$ cat src/hw/rtl/isid_pkg.sv
// shared types and constants for the imu stationary init detector
// no dependencies; used by isid_iter and imu_stationary_init_detector
`default_nettype none
package isid_pkg;

  localparam int unsigned ARG_W = 64;
  localparam int unsigned DVS_W = 32;

  localparam logic [19:0] G_Q16        = 20'd642908;
  localparam logic [31:0] ONE_Q16      = 32'd65536;
  localparam logic [31:0] VAR_INIT_Q16 = 32'd6554;

  typedef enum logic {
    OP_DIV,
    OP_SQRT
  } iter_op_t;

  typedef struct packed {
    logic     start;
    iter_op_t op;
  } iter_req_t;

  typedef enum logic [2:0] {
    ST_COLLECT   = 3'd0,
    ST_ACCEPT    = 3'd1,
    ST_UNSTEADY  = 3'd2,
    ST_REJ_MOVE  = 3'd3,
    ST_REJ_MEAN  = 3'd4,
    ST_DONE      = 3'd5
  } status_t;

  localparam logic [2:0] CFG_MIN_ACCEL  = 3'd0;
  localparam logic [2:0] CFG_MAX_ACCEL  = 3'd1;
  localparam logic [2:0] CFG_MAX_GMEAN  = 3'd2;
  localparam logic [2:0] CFG_MAX_ASTD   = 3'd3;
  localparam logic [2:0] CFG_MAX_GSTD   = 3'd4;
  localparam logic [2:0] CFG_MIN_TOTAL  = 3'd5;
  localparam logic [2:0] CFG_MIN_WINDOW = 3'd6;
  localparam logic [2:0] CFG_REPLAY     = 3'd7;

  function automatic logic [31:0] mag32(input logic signed [31:0] v);
    mag32 = v[31] ? (~v + 32'd1) : v;
  endfunction

endpackage
`default_nettype wire

$ cat src/hw/rtl/isid_iter.sv
// shared bit-serial unit: unsigned divide (one quotient bit a cycle)
// and floor square root (one root bit a cycle); uses isid_pkg
`default_nettype none
module isid_iter (
  input  wire logic                    clk,
  input  wire logic                    rst_n,
  input  wire isid_pkg::iter_req_t     req,
  input  wire logic [63:0]             arg_a,
  input  wire logic [31:0]             arg_b,
  output logic                         done,
  output logic [63:0]                  res
);

  logic                busy_r;
  logic                done_r;
  isid_pkg::iter_op_t  op_r;
  logic [5:0]          cnt_r;
  logic [63:0]         src_r;
  logic [35:0]         rem_r;
  logic [63:0]         res_r;
  logic [31:0]         dvs_r;

  logic [35:0] rsh;
  logic [35:0] trial;
  logic [36:0] diff;
  logic        ge;
  logic [5:0]  last;

  always_comb begin
    unique case (op_r)
      isid_pkg::OP_SQRT: begin
        rsh   = {rem_r[33:0], src_r[63:62]};
        trial = {2'b00, res_r[31:0], 2'b01};
        last  = 6'd31;
      end
      default: begin
        rsh   = {rem_r[34:0], src_r[63]};
        trial = {4'b0000, dvs_r};
        last  = 6'd63;
      end
    endcase
    diff = {1'b0, rsh} - {1'b0, trial};
    ge   = ~diff[36];
  end

  always_ff @(posedge clk) begin
    if (!rst_n) begin
      busy_r <= 1'b0;
      done_r <= 1'b0;
      op_r   <= isid_pkg::OP_DIV;
      cnt_r  <= '0;
    end else begin
      done_r <= 1'b0;
      if (req.start) begin
        busy_r <= 1'b1;
        op_r   <= req.op;
        cnt_r  <= '0;
        src_r  <= arg_a;
        rem_r  <= '0;
        res_r  <= '0;
        dvs_r  <= arg_b;
      end else if (busy_r) begin
        rem_r <= ge ? diff[35:0] : rsh;
        res_r <= {res_r[62:0], ge};
        src_r <= (op_r == isid_pkg::OP_SQRT) ? {src_r[61:0], 2'b00} : {src_r[62:0], 1'b0};
        cnt_r <= cnt_r + 6'd1;
        if (cnt_r == last) begin
          busy_r <= 1'b0;
          done_r <= 1'b1;
        end
      end
    end
  end

  assign done = done_r;
  assign res  = res_r;

endmodule
`default_nettype wire

$ cat config.mk
export PLATFORM = sky130hd
export DESIGN_NAME = isid_iter
export DESIGN_NICKNAME = d
export VERILOG_FILES = /design/src/hw/rtl/isid_pkg.sv /design/src/hw/rtl/isid_iter.sv
export SDC_FILE = /design/constraint.sdc
export NUM_CORES = 1
export LEC_CHECK = 0
export ABC_AREA = 1
export BUFFER_PORTS_ARGS = -buffer_cell sky130_fd_sc_hd__buf_2
export CORE_UTILIZATION = 50
export CTS_BUF_LIST = sky130_fd_sc_hd__clkbuf_8
export DETAILED_ROUTE_END_ITERATION = 8
export PLACE_DENSITY_LB_ADDON = 0.2
export REMOVE_ABC_BUFFERS = 1
export SKIP_LAST_GASP = 1
export SLEW_MARGIN = 20
export SYNTH_ARGS = -nofsm -noshare
export SYNTH_HDL_FRONTEND = slang
export SYNTH_SLANG_ARGS = --single-unit
$ cat constraint.sdc
create_clock -name clk -period 9.65 [get_ports clk]
set_clock_uncertainty 0.2 [all_clocks]
set_input_delay 0.4825 -clock clk [delete_from_list [all_inputs] [get_ports clk]]
set_output_delay 0.4825 -clock clk [all_outputs]
set_load 0.02 [all_outputs]
; ---- Yosys cells after proc, flatten, opt, wreduce, memory -nomap -nowiden
; Index checks and enable logic that the tools add are counted.
[totals]
ff_bits = 204
input_bits = 100
output_inout_bits = 65
wordCells = 32
[op_classes]
n_addsub = 2
eq_ne = 1
mux = 13
n_bitwise = 3
reduce_logical = 5
[op_table]
columns = op, count
row1 = $mux W64, 4
row2 = $mux W35, 2
row3 = $sub A36 B34 Y37, 1
row4 = $mux W36, 1
row5 = $mux W34, 1
row6 = $add A6 B1 Y6 const B, 1
row7 = $eq A6 B6 Y1, 1
row8 = $mux W6, 1
row9 = $mux W1, 4
row10 = $reduce_and A2 Y1, 2
row11 = $not A1 Y1, 3
row12 = $reduce_or A3 Y1, 1
row13 = $reduce_bool A2 Y1, 1
row14 = $reduce_or A2 Y1, 1

; ---- Depth between registers and ports, before layout
[logic_depth]
depth_word = 5
mapped_depth = 22
depth_no_buf = 19

; ---- Least setup slack after synthesis
; No wires, ideal clock.
[synth_timing]
path_kind = input-to-reg
from = in req[1] (netlist name)
to = reg busy_r
setup_time_ps = 88
arrival_time_ps = 9814
t_required_ps = 9362
path_slack_ps = -452
cell_stages = 6
n_path_buf = 2
path_cell_list = clkbuf_1 > inv_1 > clkbuf_1 > a21oi_1 > o21ai_0 > inv_1
[synth_via]
elab_chain_cells = 1
[synth_rtl]
columns = element, line
row1 = from (decl), isid_iter.sv:7  ; input wire isid_pkg::iter_req_t req,
row2 = $mux W1, isid_iter.sv:54  ; if (req.start) begin
row3 = to (signal assigned), isid_iter.sv:48  ; busy_r <= 1'b0;
row4 = to (signal assigned), isid_iter.sv:55  ; busy_r <= 1'b1;
row5 = to (signal assigned), isid_iter.sv:68  ; busy_r <= 1'b0;
row6 = to (decl), isid_iter.sv:14  ; logic busy_r;
; Every way passes these cells.
; A chain may end at the register's enable or synchronous reset.

; ---- Worst setup path after layout
[layout_timing]
from = reg op_r
to = reg rem_r[19] (data pin)
[layout_via]
elab_chain_cells = 4
elab_cells_between_ends = 5
cone_classes = add/sub: 1 / mux: 4
[layout_rtl]
columns = element, line
row1 = from (decl), isid_iter.sv:16  ; isid_pkg::iter_op_t op_r;
row2 = from (signal assigned), isid_iter.sv:50  ; op_r <= isid_pkg::OP_DIV;
row3 = from (signal assigned), isid_iter.sv:56  ; op_r <= req.op;
row4 = $mux W36 / $mux W34 (equally long branches), isid_iter.sv:30  ; unique case (op_r)
row5 = $sub A36 B34 Y37, isid_iter.sv:42  ; diff = {1'b0, rsh} - {1'b0, trial};
row6 = $mux W35 *, isid_iter.sv:63  ; rem_r <= ge ? diff[35:0] : rsh;
row7 = $mux W35 *, isid_iter.sv:62  ; end else if (busy_r) begin
row8 = to (signal assigned), isid_iter.sv:63
row9 = to (decl), isid_iter.sv:19  ; logic [35:0] rem_r;
; Mark *: on every way between the ends. The rest lies on a longest branch, timed or not. The select of a mux whose other input is x is not followed.

==> metrics.md <==
| Metric | Value |
|---|---|
| GP Congestion | 0.923 |
| Root buf cell | clkbuf_8 |
| Max_cap viols | 0 |
| Yosys cell types | 36 |
| First-pass GRT wire length | 45,700 um |
| Lkg Pwr | 6.61 nW |
| Final nets | 1,819 |
| Post-CTS Resized | 0 |
| WP data arrival | 4810 ps |
| PD cells | 184 nW/um^2 |
| Worst-Margin Slew | 1020 ps |
| Clock buffer depth | 3 |
| DRT iter0 DRCs | 672 |
| Detail Placement HPWL | 19,400 um |
| Int Pwr | 1.73 mW |
| Status | completed |
| Ports | 165 |
| Seq pwr share | 42.6% |
| Dpl cells | 1,927 |
| Layout area overhead | 17.7% |
| WP buf/inv | 3 |
| Clock sink count | 204 |
| Min-delay worst type | input pin to flip-flop |
| Largest net degree at the start of global routing | 87 |
| WL/cell | 14.0 um |
| Avg Cell Area, Syn | 7.97 um^2 |
| CTS H-Tree Depth | 2 |
| Crit-path cells | buf_4 -> mux2i_1 -> ha_1 -> inv_1 -> fa_1 -> nand2_1 -> nand3_1 -> nand2_1 -> inv_1 -> nand3b_4 -> nand3_4 -> o21ai_0 -> nor2_1 |
| WP data required | 9710 ps |
| CTS clk-pin slew, worst paths | 60 ps |
| Share of post-route cells with drive strength above 1 | 13.8% |
| Post-Synthesis Cells | 1,494 |
| Reg-to-reg slack, setup | 4900 ps |
| Diodes inserted | 0 |
| CP Launch Type | flip-flop |
| Hold Violations, Final | 0 |
| Setup bufs post-CTS | 0 |
| Worst reg2reg endpoint | rem_r[19] |
| GRT Util Overall | 23.4% |
| Final critical-path required period | 4750 ps |
| Critical path endpoint category | flip-flop |
| Top FF cell, synth | edfxtp_1 |
| Post-synth EDFFs | 195 |
| Fin util | 59.9% |
| Peak supply drop | 127 uV |
| Setup TNS | 0 ps |
| Sequential element share of the synthesized area | 50.7% |
| Slowest cell on crit path | dfxtp_4 |
| Vias in the first global route | 9,387 |
| Critical path destination | rem_r[19] |
| Worst path top cell family by delay | simple AND/OR/NAND/NOR gates |
| Non-Filler Instances | 2,029 |
| Post-synthesis register bit count | 204 |
| Cell Area, Synth | 11,900 um^2 |
| Critical path class | flip-flop to flip-flop |
| Power share of the clock group | 30.7% |
| Later-pin clock latency in the skew report | 540 ps |
| Max Slew Vio Count | 0 |
| Detail Route Antenna Nets | 0 |
| CTS buffer count | 38 |
| Max Freq | 211 MHz |
| Worst path depth | 13 |
| I/O Buffers | 164 |
| Max_slew headroom | 32.2% |
| Psw | 0.846 mW |
| Routed vias | 9,974 |
| Die Y | 156 um |
| Yosys warning count | 0 |
| R2r startpoint | op_r |
| TritonCTS clock tree | built |
| CP startpoint | op_r |
| RSZ-0062 raised after global routing | false |
| Setup Viol. Count Final | 0 |
| Proportion of power drawn by combinational gates | 26.6% |
| DRT Pass-1 Iters | 5 |
| Critical path's largest stage delay | 930 ps |
| Die area | 24,400 um^2 |
| Power, Total | 2.57 mW |
| Async SR Flop Fraction | 0% |
| Wirelength, routed | 28,500 um |
| # fillers | 2,213 |
| Post-route DRC violation count | 0 |
| Worst Reg2Reg Path Length in Cells | 13 |
| Starting density of the core | 50.9% |
| Chip width | 156 um |
| Gr ovfl total | 0 |
| Vias per std cell | 4.92 |
| Core area | 23,400 um^2 |
| Final period util | 49.2% |
| Number of core rows | 56 |
| Sw frac | 32.9% |
| Initial antenna violation count | 0 |
| CP max FO | 86 |
stage by stage:
step / setup slack, ps / instance area (um^2) / hold slack (ps)
floorplan: -818 / 11600 / 237
global placement: 4990 / 12900 / 256
detailed placement: 4870 / 12900 / 267
CTS: 4860 / 14000 / 30.9
global route: 4360 / 14000 / 45.6
finish: 4900 / 14000 / 60.1
worst register-to-register path, delay by kind of cell (launching register included):
| kind | cells | cell delay [ps] |
|---|---|---|
| multiplexers | 1 | 340 |
| buffers and inverters | 3 | 960 |
| AO/OA/AOI/OAI | 1 | 450 |
| AND/OR/NAND/NOR | 6 | 1000 |
| adder cells (fa/ha/maj) | 2 | 600 |
| flip-flops | 1 | 930 |
cells by family (layout without fill, tap and decap cells):
group / count (synthesis) / in the layout / synth area share [%]
adder cells (fa/ha/maj): 36 / 36 / 3.85
multiplexers: 15 / 15 / 1.26
AO/OA/AOI/OAI: 260 / 260 / 11.2
flip-flops: 204 / 204 / 50.7
AND/OR/NAND/NOR: 682 / 682 / 22.7
XOR/XNOR: 16 / 16 / 1.18
buffers and inverters: 281 / 497 / 9.21
what timing repair did:
| item | CTS | global route |
|---|---|---|
| endpoints found under the hold margin | 35 | 0 |
| setup endpoints to repair | 0 | 0 |
| hold buffers | 35 | 0 |
cell type report:
type,instances,area (um^2),area share [%]
clock buffers,38,523,3.73
clock inverters,29,189,1.35
inverters,222,833,5.95
multi-input cells,1009,4780,34.1
flip-flops and latches,204,6040,43.1
well taps,319,399,2.85
repair buffers,208,1240,8.86
power by group through the flow:
stage / clock [mW] / combinational, mW / sequential (mW)
finish: 0.791 / 0.685 / 1.10
global route: 0.846 / 0.786 / 1.10
CTS: 0.814 / 0.686 / 1.10
detailed placement: 0 / 0.671 / 1.11
global placement: 0 / 0.665 / 1.11
floorplan: 0 / 0.471 / 1.14
registers in the layout (all words and copies together) (netlist names):
register and flops:
done 1, busy_r 1, op_r 1, src_r 64, dvs_r 32, rem_r 35, cnt_r 6, res 64
per-layer routing:
metal | track usage (%) | vias up | share of wire, %
met5 | 0 | - | 0
met4 | 5.46 | 0 | 1.4
met3 | 3.77 | 29 | 5.1
met2 | 37.9 | 231 | 45
met1 | 32.8 | 4508 | 48
li1 | - | 5206 | -
synth_stat cells, drive strengths merged, types with 2 or more instances:
cell type	n	area share (%)
nand2	380	12
nor2	240	7.7
inv	220	6.9
edfxtp	195	49
a21oi	158	6.7
o21ai	92	3.9
clkbuf	42	1.3
nand3	41	1.8
ha	35	3.7
buf	17	0.88
mux2i	15	1.3
xnor2	13	0.96
nor3	10	0.42
dfxtp	9	1.5
nand4	7	0.37
o21bai	7	0.44
xor2	3	0.22
a31oi	2	0.11
clkinv	2	0.063
nand3b	2	0.23
worst min path at each step:
stage,to,startpoint,cells past startpoint,slack [ps]
2_1_floorplan,cnt_r[3],cnt_r[3],2,240
4_1_cts,src_r[33],arg_a[33],3,30
5_1_grt,src_r[19],arg_a[19],3,50
6_report,src_r[19],arg_a[19],3,60
3_5_place_dp,cnt_r[3],cnt_r[3],2,270
3_3_place_gp,cnt_r[5],cnt_r[5],1,260
cell usage in the layout (no fill, tap or decap), drive strengths merged, types with 13 or more instances in the layout:
| master | instances |
|---|---|
| a21oi | 158 |
| clkbuf | 38 |
| mux2i | 15 |
| buf | 173 |
| nor2 | 240 |
| ha | 35 |
| o21ai | 92 |
| inv | 236 |
| xnor2 | 13 |
| edfxtp | 195 |
| clkinv | 13 |
| nand2 | 380 |
| dlygate4sd3 | 35 |
| nand3 | 41 |
Power figures use the tool's default switching activity.
